<file path="src/hdl/spq_pkg.sv">
// Shared types and codes for the sorted priority queue.
// Item, result and slot layouts, controller command/status bundles.
// No dependencies.
package spq_pkg;

	localparam int DEFAULT_DEPTH = 16;

	localparam logic [1:0] OPC_INSERT = 2'd0;
	localparam logic [1:0] OPC_REMOVE = 2'd1;
	localparam logic [1:0] OPC_SEARCH = 2'd2;

	localparam logic [1:0] STS_OK    = 2'd0;
	localparam logic [1:0] STS_EMPTY = 2'd1;
	localparam logic [1:0] STS_FULL  = 2'd2;

	typedef struct packed {
		logic [1:0]         opcode;
		logic signed [31:0] item_value;
		logic signed [15:0] item_priority;
	} item_t;

	typedef struct packed {
		logic [1:0]         status;
		logic               found;
		logic signed [31:0] out_value;
		logic signed [15:0] out_priority;
	} result_t;

	typedef struct packed {
		logic signed [31:0] value;
		logic signed [15:0] prio;
	} slot_t;

	// controller -> datapath
	typedef struct packed {
		logic load;        // capture item, clear result, set index
		logic set_full;
		logic set_empty;
		logic rd_en;
		logic rd_prev;     // read at index-1 instead of index
		logic ins_shift;   // move slot[index-1] up to slot[index], index--
		logic ins_place;   // write new item at index, occupancy++
		logic rem_head;    // capture head into result, index++
		logic rem_move;    // move slot[index] down to slot[index-1], index++
		logic rem_finish;  // occupancy--
		logic search_hit;
		logic search_next;
	} ctrl_cmd_t;

	// datapath -> controller
	typedef struct packed {
		logic full;
		logic empty;
		logic idx_zero;
		logic idx_at_occ;
		logic prio_gt;     // read slot priority worse than new item
		logic match;       // read slot equals search pair
	} ctrl_sts_t;

endpackage

</file>
<file path="src/hdl/spq_ram.sv">
// Generic single-write, single-read RAM with registered read data.
// Standalone; no package dependency.
module spq_ram #(
	parameter int WIDTH = 48,
	parameter int DEPTH = 16
) (
	input  logic                     clk,
	input  logic                     we,
	input  logic [$clog2(DEPTH)-1:0] waddr,
	input  logic [WIDTH-1:0]         wdata,
	input  logic                     re,
	input  logic [$clog2(DEPTH)-1:0] raddr,
	output logic [WIDTH-1:0]         rdata
);

	logic [WIDTH-1:0] mem_q [DEPTH];

	always_ff @(posedge clk) begin
		if (we) begin
			mem_q[waddr] <= wdata;
		end
		if (re) begin
			rdata <= mem_q[raddr];
		end
	end

endmodule

</file>
<file path="src/hdl/spq_datapath.sv">
// Datapath of the sorted priority queue: slot RAM, index and occupancy
// counters, compare logic and result register. Uses spq_pkg and spq_ram.
module spq_datapath #(
	parameter int QUEUE_DEPTH = spq_pkg::DEFAULT_DEPTH
) (
	input  logic                clk,
	input  logic                arst_n,
	input  spq_pkg::item_t      item,
	input  spq_pkg::ctrl_cmd_t  cmd,
	output spq_pkg::ctrl_sts_t  sts,
	output spq_pkg::result_t    result
);
	import spq_pkg::*;

	localparam int AW = $clog2(QUEUE_DEPTH);
	localparam int IW = $clog2(QUEUE_DEPTH + 1);
	localparam int SW = $bits(slot_t);

	item_t          item_q;
	result_t        result_q;
	logic [IW-1:0]  occ_q;
	logic [IW-1:0]  idx_q;
	logic [IW-1:0]  idx_m1;
	slot_t          rd_slot;
	slot_t          new_slot;
	logic [SW-1:0]  rdata;
	logic           we;
	logic [AW-1:0]  waddr;
	logic [AW-1:0]  raddr;
	logic [SW-1:0]  wdata;
	logic [1:0]     load_status;

	assign idx_m1   = idx_q - IW'(1);
	assign rd_slot  = slot_t'(rdata);
	assign new_slot = '{value: item_q.item_value, prio: item_q.item_priority};

	assign we    = cmd.ins_shift | cmd.ins_place | cmd.rem_move;
	assign waddr = cmd.rem_move ? idx_m1[AW-1:0] : idx_q[AW-1:0];
	assign wdata = cmd.ins_place ? SW'(new_slot) : rdata;
	assign raddr = cmd.rd_prev ? idx_m1[AW-1:0] : idx_q[AW-1:0];

	assign load_status = cmd.set_full ? STS_FULL : (cmd.set_empty ? STS_EMPTY : STS_OK);

	spq_ram #(
		.WIDTH(SW),
		.DEPTH(QUEUE_DEPTH)
	) u_slots (
		.clk   (clk),
		.we    (we),
		.waddr (waddr),
		.wdata (wdata),
		.re    (cmd.rd_en),
		.raddr (raddr),
		.rdata (rdata)
	);

	always_comb begin
		sts.full       = (occ_q == IW'(QUEUE_DEPTH));
		sts.empty      = (occ_q == '0);
		sts.idx_zero   = (idx_q == '0);
		sts.idx_at_occ = (idx_q == occ_q);
		sts.prio_gt    = (rd_slot.prio > item_q.item_priority);
		sts.match      = (rd_slot.value == item_q.item_value) &&
		                 (rd_slot.prio == item_q.item_priority);
	end

	always_ff @(posedge clk or negedge arst_n) begin
		if (!arst_n) begin
			occ_q <= '0;
			idx_q <= '0;
		end else begin
			if (cmd.load) begin
				idx_q <= (item.opcode == OPC_INSERT) ? occ_q : '0;
			end else if (cmd.ins_shift) begin
				idx_q <= idx_m1;
			end else if (cmd.rem_head || cmd.rem_move || cmd.search_next) begin
				idx_q <= idx_q + IW'(1);
			end
			if (cmd.ins_place) begin
				occ_q <= occ_q + IW'(1);
			end else if (cmd.rem_finish) begin
				occ_q <= occ_q - IW'(1);
			end
		end
	end

	always_ff @(posedge clk) begin
		if (cmd.load) begin
			item_q   <= item;
			result_q <= '{status: load_status, found: 1'b0, out_value: '0,
				out_priority: '0};
		end else begin
			if (cmd.rem_head) begin
				result_q.out_value    <= rd_slot.value;
				result_q.out_priority <= rd_slot.prio;
			end
			if (cmd.search_hit) begin
				result_q.found <= 1'b1;
			end
		end
	end

	assign result = result_q;

endmodule

</file>
<file path="src/hdl/spq_ctrl.sv">
// Controller state machine of the sorted priority queue.
// Sequences insert, remove and search over the slot RAM. Uses spq_pkg.
module spq_ctrl (
	input  logic               clk,
	input  logic               arst_n,
	input  logic               start,
	input  logic [1:0]         opcode,
	input  spq_pkg::ctrl_sts_t sts,
	output spq_pkg::ctrl_cmd_t cmd,
	output logic               busy,
	output logic               done
);
	import spq_pkg::*;

	typedef enum logic [3:0] {
		ST_IDLE,
		ST_INS_RD,
		ST_INS_CHK,
		ST_REM_RD,
		ST_REM_HEAD,
		ST_REM_SCAN,
		ST_REM_MOVE,
		ST_SRC_RD,
		ST_SRC_CHK
	} state_t;

	state_t state_q;
	state_t state_d;
	logic   busy_q;
	logic   done_q;
	logic   accept;

	assign accept = start && !busy_q;

	always_comb begin
		cmd     = '0;
		state_d = state_q;
		case (state_q)
			ST_IDLE: begin
				if (accept) begin
					cmd.load = 1'b1;
					case (opcode)
						OPC_INSERT: begin
							if (sts.full) begin
								cmd.set_full = 1'b1;
							end else begin
								state_d = ST_INS_RD;
							end
						end
						OPC_REMOVE: begin
							if (sts.empty) begin
								cmd.set_empty = 1'b1;
							end else begin
								state_d = ST_REM_RD;
							end
						end
						OPC_SEARCH: state_d = ST_SRC_RD;
						default:    state_d = ST_IDLE;
					endcase
				end
			end
			// walk down from the tail, moving worse entries up one slot
			ST_INS_RD: begin
				if (sts.idx_zero) begin
					cmd.ins_place = 1'b1;
					state_d       = ST_IDLE;
				end else begin
					cmd.rd_en   = 1'b1;
					cmd.rd_prev = 1'b1;
					state_d     = ST_INS_CHK;
				end
			end
			ST_INS_CHK: begin
				if (sts.prio_gt) begin
					cmd.ins_shift = 1'b1;
					state_d       = ST_INS_RD;
				end else begin
					cmd.ins_place = 1'b1;
					state_d       = ST_IDLE;
				end
			end
			ST_REM_RD: begin
				cmd.rd_en = 1'b1;
				state_d   = ST_REM_HEAD;
			end
			ST_REM_HEAD: begin
				cmd.rem_head = 1'b1;
				state_d      = ST_REM_SCAN;
			end
			ST_REM_SCAN: begin
				if (sts.idx_at_occ) begin
					cmd.rem_finish = 1'b1;
					state_d        = ST_IDLE;
				end else begin
					cmd.rd_en = 1'b1;
					state_d   = ST_REM_MOVE;
				end
			end
			ST_REM_MOVE: begin
				cmd.rem_move = 1'b1;
				state_d      = ST_REM_SCAN;
			end
			ST_SRC_RD: begin
				if (sts.idx_at_occ) begin
					state_d = ST_IDLE;
				end else begin
					cmd.rd_en = 1'b1;
					state_d   = ST_SRC_CHK;
				end
			end
			ST_SRC_CHK: begin
				if (sts.match) begin
					cmd.search_hit = 1'b1;
					state_d        = ST_IDLE;
				end else begin
					cmd.search_next = 1'b1;
					state_d         = ST_SRC_RD;
				end
			end
			default: state_d = ST_IDLE;
		endcase
	end

	always_ff @(posedge clk or negedge arst_n) begin
		if (!arst_n) begin
			state_q <= ST_IDLE;
			busy_q  <= 1'b0;
			done_q  <= 1'b0;
		end else begin
			state_q <= state_d;
			busy_q  <= (state_d != ST_IDLE);
			// result strobe follows the last step of an item
			done_q  <= (state_d == ST_IDLE) && (accept || (state_q != ST_IDLE));
		end
	end

	assign busy = busy_q;
	assign done = done_q;

endmodule

</file>
<file path="src/hdl/sorted_priority_queue_unit.sv">
// Sorted priority queue: one item per start, one result per done strobe.
// Full-queue insert, empty remove and unused opcode give their result without a walk;
// insert walks down from the tail, moving each worse entry up one slot; remove takes the
// head and moves every later entry down one slot; search compares from the head to a hit or the tail.
// Next start is taken in the done cycle; start is not taken while busy is high.
// Reset empties the queue; slot contents stay undefined. Results cannot stall.
module sorted_priority_queue_unit #(
	parameter int QUEUE_DEPTH = spq_pkg::DEFAULT_DEPTH
) (
	input  logic             clk,
	input  logic             arst_n,
	input  logic             start,
	output logic             busy,
	input  spq_pkg::item_t   item,
	output logic             done,
	output spq_pkg::result_t result
);
	import spq_pkg::*;

	ctrl_cmd_t cmd;
	ctrl_sts_t sts;

	spq_ctrl u_ctrl (
		.clk    (clk),
		.arst_n (arst_n),
		.start  (start),
		.opcode (item.opcode),
		.sts    (sts),
		.cmd    (cmd),
		.busy   (busy),
		.done   (done)
	);

	spq_datapath #(
		.QUEUE_DEPTH(QUEUE_DEPTH)
	) u_datapath (
		.clk    (clk),
		.arst_n (arst_n),
		.item   (item),
		.cmd    (cmd),
		.sts    (sts),
		.result (result)
	);

endmodule

</file>
<file path="config.mk">
export PLATFORM = sky130hd
export DESIGN_NAME = sorted_priority_queue_unit
export DESIGN_NICKNAME = d
export VERILOG_FILES = /design/src/hdl/spq_pkg.sv /design/src/hdl/spq_ram.sv /design/src/hdl/spq_datapath.sv /design/src/hdl/spq_ctrl.sv /design/src/hdl/sorted_priority_queue_unit.sv
export SDC_FILE = /design/constraint.sdc
export NUM_CORES = 1
export LEC_CHECK = 0
export BUFFER_PORTS_ARGS = -buffer_cell sky130_fd_sc_hd__buf_2
export CAP_MARGIN = 25
export CORE_ASPECT_RATIO = 0.6
export CORE_MARGIN = 1
export CORE_UTILIZATION = 55
export DETAILED_ROUTE_END_ITERATION = 8
export PLACE_DENSITY = 0.72
export SLEW_MARGIN = 15
export SYNTH_ARGS = -nofsm -noshare
export SYNTH_HDL_FRONTEND = slang
export SYNTH_SLANG_ARGS = --single-unit
</file>
<file path="constraint.sdc">
create_clock -name clk -period 11.6 [get_ports clk]
set_input_delay 2.32 -clock clk [delete_from_list [all_inputs] [get_ports clk]]
set_output_delay 2.32 -clock clk [all_outputs]
set_load 0.05 [all_outputs]
</file>
# Word level (Yosys, flattened, before mapping)
# Memory sizes are Yosys's and may differ from the RTL's. A register that Yosys moved wholly into a read port is not among the register bits.
# Index checks and enable logic that the tools add are counted.
[classes] addsub=4 magnitude_cmp=1 eq_ne=14 mux=44 n_bitwise=2 n_reduce_logical=18
[ops] op="$mux 48" count=1
[ops] op="$eq 32x32->1" count=1
[ops] op="$pmux 4 s8" count=1
[ops] op="$mux 5" count=6
[ops] op="$mux 4" count=6
[ops] op="$mux 1" count=20
[ops] op="$eq 16x16->1" count=1
[ops] op="$eq 4x3->1 const B" count=4
[ops] op="$gt 16x16->1" count=1
[ops] op="$mux 3" count=4
[ops] op="$pmux 4 s3" count=1
[ops] op="$add 5x1->5 const B" count=2
[ops] op="$logic_not 5->1" count=2
[ops] op="$sub 5x1->5 const B" count=2
[ops] op="$eq 4x2->1 const B" count=2
[ops] op="$logic_not 4->1" count=2
[ops] op="$reduce_bool 4->1" count=2
[ops] op="$mux 2" count=3
[ops] op="$eq 5x5->1" count=1
[ops] op="$eq 5x5->1 const B" count=1
[ops] op="$eq 4x1->1 const B" count=1
[ops] op="$eq 4x4->1 const B" count=1
[ops] op="$reduce_or 2->1" count=2
[ops] op="$logic_and 1x1->1" count=3
[ops] op="10 further kinds" count=13
[totals] register_bits=115 ramBits=768 inputBits=53 output_inout_bits=53 n_memories=1
[memory_table] memory="u_datapath.u_slots.mem_q" words=16 word_bits=48 rd=1 rd_ports_with_merged_regs=1 write_ports=1 line_no="spq_ram.sv:16" text="logic [WIDTH-1:0] mem_q [DEPTH];"

# Depth between registers and ports, before layout
# Gate-level depths: netlist (run 1).
[depth] word_depth=8 depth_mapped=17

# Modules after synthesis
# A second synthesis (run 1) with hierarchy kept.
[hier_totals] cells_unflattened=1771 area_unflattened_um2=36108.4
[modules_own_cells] mod="spq_ram" n_inst=1 cells_per_inst=1242 area_per_inst_um2=30171.4 seq_area_each_um2=24503.5
[modules_own_cells] mod="spq_datapath" n_inst=1 cells_per_inst=465 area_per_inst_um2=5403.9 seq_area_each_um2=2732.6
[modules_own_cells] mod="spq_ctrl" n_inst=1 cells_per_inst=64 area_per_inst_um2=533.0 seq_area_each_um2=150.1

# Worst setup path before layout (run 1)
# Ideal clock, no wire load.
[synth_path] path_kind="register to register" from="register u_datapath.idx_q[0]" to="register u_datapath.u_slots.rdata[0] (read register of u_datapath.u_slots.mem_q), enable pin" setup_ns=0.712 arrival_ns=8.760 slack_ns=2.128 stages_incl_launch_ff=7 cell_sequence="dfrtp_1 > clkbuf_1 > inv_1 > ha_1 > nand2_1 > nor4_1 > a2111oi_0"
[synth_lines] item="from (decl)" line_no="spq_datapath.sv:22" text="logic [IW-1:0] idx_q;"
[synth_lines] item="from (signal assigned)" line_no="spq_datapath.sv:73" text="idx_q <= (item.opcode == OPC_INSERT) ? occ_q : '0;"
[synth_lines] item="from (signal assigned)" line_no="spq_datapath.sv:75" text="idx_q <= idx_m1;"
[synth_lines] item="from (signal assigned)" line_no="spq_datapath.sv:77" text="idx_q <= idx_q + IW'(1);"
[synth_lines] item="to (decl)" line_no="spq_ram.sv:13" text="output logic [WIDTH-1:0] rdata"

# Final worst setup path (run 1)
[layout_path] from="register u_datapath.idx_q[0]" to="register u_datapath.u_slots.rdata[43] (read register of u_datapath.u_slots.mem_q) (data pin)"
[layout_via] elab_chain_cells=4
[layout_lines] item="parallel branches: the longest is 4 deep, another holds $sub 5x1->5"
# Parallel ways; which one is timed is not known.
# A chain may end at the register's enable or synchronous reset.

==> results_dict.tcl, run 1 <==
set metrics [dict create \
    diodes 0 \
    cts.repair.resized 0 \
    maxSlewHeadroom 0.272 \
    cts_buffers 80 \
    synth-compound-area-share 0.0366 \
    crit_arrival_ps 5290 \
    synth-seq-cells 931 \
    synthSimpleGateAreaFrac 0.0461 \
    period_needed_ps 4980 \
    ys_warn_count 0 \
    synth-async-reset-ratio 0.0172 \
    row_count 72 \
    final_common_cell "edfxtp_1" \
    path_class "flop to flop" \
    hold_class "flop to flop" \
    vias 18800 \
    die_x_um 335 \
    grt_pass1_vias 18800 \
    cp-start-kind "flop" \
    die-height_um 202 \
    muxShareOfSynthArea 0.131 \
    synth_fa_ha_area_frac 0.00775 \
    wl_per_cell_um 27.3 \
    syn_nets 2022 \
    ys.flop_type "edfxtp_1" \
    worstPathMaxFanout 108 \
    grt_setup_unrepaired "no" \
    outcome "finished, final reports clean" \
    coreArea_mm2 0.0650 \
    drt_iter0_markers 2386 \
    end_kind "flop" \
    final_nets 2153 \
    timing.fmax_mhz 201 \
    ys_seq_area_frac 0.751 \
    p_total_mw 12.4 \
    layout_common_cells "edfxtp_1, nand2_1, mux4_2" \
    grt.overflow.total 0 \
    post_cts_buffers 0 \
    cellPowerDensity_mw_per_mm2 304 \
    place.gp.congestion 0.814 \
    via_per_inst 6.20 \
    htree_levels 3 \
    cts_tree "built" \
    setup_viol 0 \
    synth_top_family_by_area "multiplexers" \
    die-area_mm2 0.0674 \
    grt_use_total 0.251 \
    drive_gt1_frac 0.247 \
    hpwl_um 43000 \
    grt_max_degree 142 \
    hold_viol 0 \
    tightest_slew_ps 1090 \
    grt_pass1_wl_um 124000 \
    worstPathRequired_ps 11910 \
    synth_edf_count 866 \
    fin_crit_sh 0.429 \
    clk_path_buf_depth 3 \
    vdd_ir_drop_max_mv 0.316 \
    areaGrowthSynthToFinish_pct 12.0 \
    antenna_found_initial 0 \
    synth_xor_area_frac 0.0115 \
    cts_root_buf "clkbuf_16" \
    synth_area_mm2 0.0365 \
    start_util 0.561 \
    drt_first_pass_iters 6 \
    finalSetupTns_ps 0 \
    drtAntennaViolNets 0 \
    syn_area_per_cell_um2 18.7 \
    hold_buffers 0 \
    port_buffers 105 \
    syn-instance-count 1947 \
    p_leak_nw 13.4 \
    cts.reportedPaths.clkPinSlew_ps 70 \
    cts.sinks 931 \
    drc 0 \
    synth_cell_types 54 \
    clk_latency_ps 640 \
    maxCapViolCount 0 \
    final_max_slew_viol_count 0 \
    top_level_ports 106 \
    wl_um 82700 \
    fin_skew_ps 16.1 \
]
[registers in the layout (all words and copies together) (netlist names)]
register and flops:
u_ctrl.done 1, u_ctrl.busy 1, u_datapath.u_slots.mem_q 768, u_datapath.u_slots.rdata 48, u_datapath.result 51, u_ctrl.state_q 4, u_datapath.item_q 48, u_datapath.occ_q 5
u_datapath.idx_q 5
[synth_stat cells (30+ instances only)]
cell type	instances	area, um^2
nor2_1	30	113
a21oi_1	62	310
nand2_1	229	860
mux2_2	36	405
edfxtp_1	866	26000
a211oi_1	53	398
and2_1	49	307
clkbuf_1	59	221
a31oi_1	55	344
xor2_1	38	333
mux4_2	192	4320
dfxtp_1	49	981
[through the flow]
stage / hold WS [ps] / cells / util / area (um^2) / setup WS (ps)
after floorplan: 515 / 1947 / - / 36500 / 2130
after global placement: 445 / 2880 / 0.587 / 38200 / 6530
after detailed placement: 445 / 2882 / 0.587 / 38200 / 6500
after CTS: 454 / 3030 / 0.628 / 40800 / 6640
after global routing: 475 / 3032 / 0.628 / 40900 / 6220
final: 454 / 3032 / 0.628 / 40900 / 6620
[routing by layer]
metal,vias up,track usage,part of all wire
met4,0,0.0590,0.018
met2,881,0.377,0.46
met1,9800,0.390,0.43
met5,-,0,0
met3,109,0.0431,0.088
li1,8015,-,-
[cell families (layout without fill, tap and decap cells)]
| logic type | count (synthesis) | in the layout |
|---|---|---|
| AOI/OAI and AO/OA | 212 | 212 |
| xor gates and xnor gates | 48 | 48 |
| adders and majority gates | 22 | 22 |
| buffers and inverters | 132 | 329 |
| DFF | 931 | 931 |
| muxes | 232 | 232 |
| and+or+nand+nor | 370 | 370 |
[power breakdown]
part | internal (mW) | switching (mW) | leakage [nW]
combinational | 1.85 | 2.89 | 3.69
clock | 1.50 | 1.19 | 1.28
sequential | 4.75 | 0.264 | 8.43
[path summary, 6_finish.rpt]
path                                                         start                                     end  slack, ps  cells past startpoint
worst max register to register     u_datapath.idx_q[0]$_DFFE_PN0P_  u_datapath.u_slots.rdata[43]$_DFFE_PP_       6620                     11
min in group asynchronous                                   arst_n         u_datapath.occ_q[0]$_DFFE_PN0P_       1590                      1
worst max-delay path               u_datapath.idx_q[0]$_DFFE_PN0P_  u_datapath.u_slots.rdata[43]$_DFFE_PP_       6620                     11
worst min-delay path            u_datapath.result[24]$_SDFFE_PP0N_      u_datapath.result[24]$_SDFFE_PP0N_        450                      2
max in group asynchronous                                   arst_n         u_datapath.idx_q[4]$_DFFE_PN0P_       9720                      1
worst min register to register  u_datapath.result[24]$_SDFFE_PP0N_      u_datapath.result[24]$_SDFFE_PP0N_        450                      2
[final cells by class]
| cell class | instances | area [um^2] |
|---|---|---|
| Clock buffer | 113 | 2250 |
| Inverter | 28 | 108 |
| Clock inverter | 35 | 369 |
| Tap cell | 888 | 1110 |
| Multi-Input combinational cell | 884 | 8690 |
| Fill cell | 4499 | 24200 |
| Sequential cell | 931 | 27400 |
| Timing Repair Buffer | 153 | 943 |
[critical path, stage by stage (launching register included)]
cell and delay [ps]:
dfrtp_1 640, inv_1 190, ha_1 330, nor4b_2 230, nor4_4 480, xnor2_2 200, buf_12 540, buf_12 680
mux4_2 590, and2_1 170, a211oi_1 230, a31oi_1 100
Note: power is estimated with default switching activity, not from simulation.
==> inputs of run 2 (changes only) <==
Clock period 11.6 ns to 4.6 ns, I/O delays scaled along.
==> results_dict.tcl, run 2 (synthesis gave the netlist of run 1 again) <==
set metrics [dict create \
    drive_gt1_frac 0.256 \
    largest_register_ffs 768 \
    wl_per_cell_um 28.0 \
    grt_use_total 0.260 \
    die_x_um 335 \
    hold_buffers 0 \
    start_util 0.561 \
    die-area_mm2 0.0674 \
    hold_class "primary input to async pin" \
    p_leak_nw 13.6 \
    worstPathRequired_ps 4950 \
    maxCapViolCount 0 \
    timing.fmax_mhz 237 \
    clk_path_buf_depth 3 \
    worstPathMaxFanout 37 \
    fin_skew_ps 21.9 \
    wl_um 85800 \
    die-height_um 202 \
    antenna_found_initial 0 \
    htree_levels 3 \
    cts.sinks 931 \
    final_nets 2188 \
    hpwl_um 48700 \
    fin_crit_sh 0.917 \
    crit_arrival_ps 4570 \
    drtAntennaViolNets 0 \
    grt_pass1_vias 19100 \
    coreArea_mm2 0.0650 \
    grt.overflow.total 0 \
    row_count 72 \
    maxSlewHeadroom 0.319 \
    grt_pass1_wl_um 127000 \
    layout_common_cells "edfxtp_1, nand2_1, mux4_2" \
    cts.repair.resized 0 \
    vdd_ir_drop_max_mv 0.596 \
    path_class "flop to flop" \
    crit_path_cell_trace "inv_1 -> ha_1 -> nor4b_2 -> nor4_4 -> xnor2_2 -> buf_12 -> buf_12 -> mux4_2 -> and2_1 -> a211oi_1 -> a31oi_1" \
    period_needed_ps 4220 \
    cellPowerDensity_mw_per_mm2 769 \
    path_common_cell "buf_12" \
    end_kind "flop" \
    cts_buffers 82 \
    cts_root_buf "clkbuf_16" \
    cts_tree "built" \
    outcome "finished, final reports clean" \
    finalSetupTns_ps 0 \
    max_stage_delay_ps 550 \
    setup_viol 0 \
    port_buffers 105 \
    dpl-instance-area_mm2 0.0388 \
    post-route-util 0.636 \
    drt_first_pass_iters 6 \
    hold_viol 0 \
    post_cts_buffers 0 \
    via_per_inst 6.26 \
    diodes 0 \
    vias 19200 \
    grt_max_degree 69 \
    tightest_slew_ps 1020 \
    clk_latency_ps 630 \
    design_area_mm2 0.0414 \
    grt_setup_unrepaired "no" \
    final_max_slew_viol_count 0 \
    place_ws_ps 470 \
    areaGrowthSynthToFinish_pct 13.4 \
    top_level_ports 106 \
    cp-start-kind "flop" \
    place.gp.congestion 0.827 \
    setup_ws_ps 382 \
    largest_register "u_datapath.u_slots.mem_q" \
    cts.reportedPaths.clkPinSlew_ps 70 \
    drt_iter0_markers 2103 \
    crit_path_top_delay_cell "dfrtp_1" \
    final_common_cell "edfxtp_1" \
    drc 0 \
]
==> run 2: cell count changes in the layout (fill, tap and decap cells not counted), sizes merged <==
cell,before,now
buf,153,186
bufinv,6,4
inv,33,31
clkbuf,113,114
clkinv,22,23
clkinvlp,2,3
==> run 2: worst paths after layout <==
kind	cells past startpoint	slack [ps]	startpoint	to
min in group clk	2	450	u_datapath.result[23]$_SDFFE_PP0N_	u_datapath.result[23]$_SDFFE_PP0N_
hold reg to reg	2	450	u_datapath.result[23]$_SDFFE_PP0N_	u_datapath.result[23]$_SDFFE_PP0N_
max in group asynchronous	1	4120	arst_n	u_ctrl.state_q[1]$_DFF_PN0_
setup reg to reg	11	380	u_datapath.idx_q[0]$_DFFE_PN0P_	u_datapath.u_slots.rdata[0]$_DFFE_PP_
setup / recovery	11	380	u_datapath.idx_q[0]$_DFFE_PN0P_	u_datapath.u_slots.rdata[0]$_DFFE_PP_
hold / removal	1	210	arst_n	u_datapath.occ_q[1]$_DFFE_PN0P_
==> run 2: area by class of cell <==
type | count | area, um^2
inverters | 28 | 108
fillers | 4434 | 23700
well taps | 888 | 1110
repair buffers | 186 | 1520
flip-flops and latches | 931 | 27400
clock inverters | 33 | 283
multi-input cells | 884 | 8700
clock buffers | 114 | 2250
==> run 2: where the power goes <==
part | internal, mW | switching [mW]
registers | 12.0 | 0.694
logic | 4.99 | 7.52
clock network | 3.66 | 2.99
==> run 2: routing by layer <==
metal	vias to the layer above	GRT usage	share of wire
li1	8085	-	-
met1	10100	0.401	0.43
met2	876	0.389	0.46
met3	94	0.0555	0.092
met4	0	0.0470	0.013
met5	-	0	0
==> run 2: metrics by stage <==
step,power [mW],std cells,hold slack (ps)
2_1_floorplan,21.5,1947,515
3_3_place_gp,25.0,2917,443
3_5_place_dp,25.3,2917,445
4_1_cts,32.0,3064,191
5_1_grt,33.3,3064,222
6_report,31.8,3064,207
==> run 2: worst max-delay path, delay by kind of cell (launching register included) <==
kind                     cells  cell delay, ps
flip-flops                   1             550
multiplexers                 1             540
buffers and inverters        3             820
AO/OA/AOI/OAI                2             380
adder cells (fa/ha/maj)      1             310
AND/OR/NAND/NOR              3             810
XOR/XNOR                     1             500
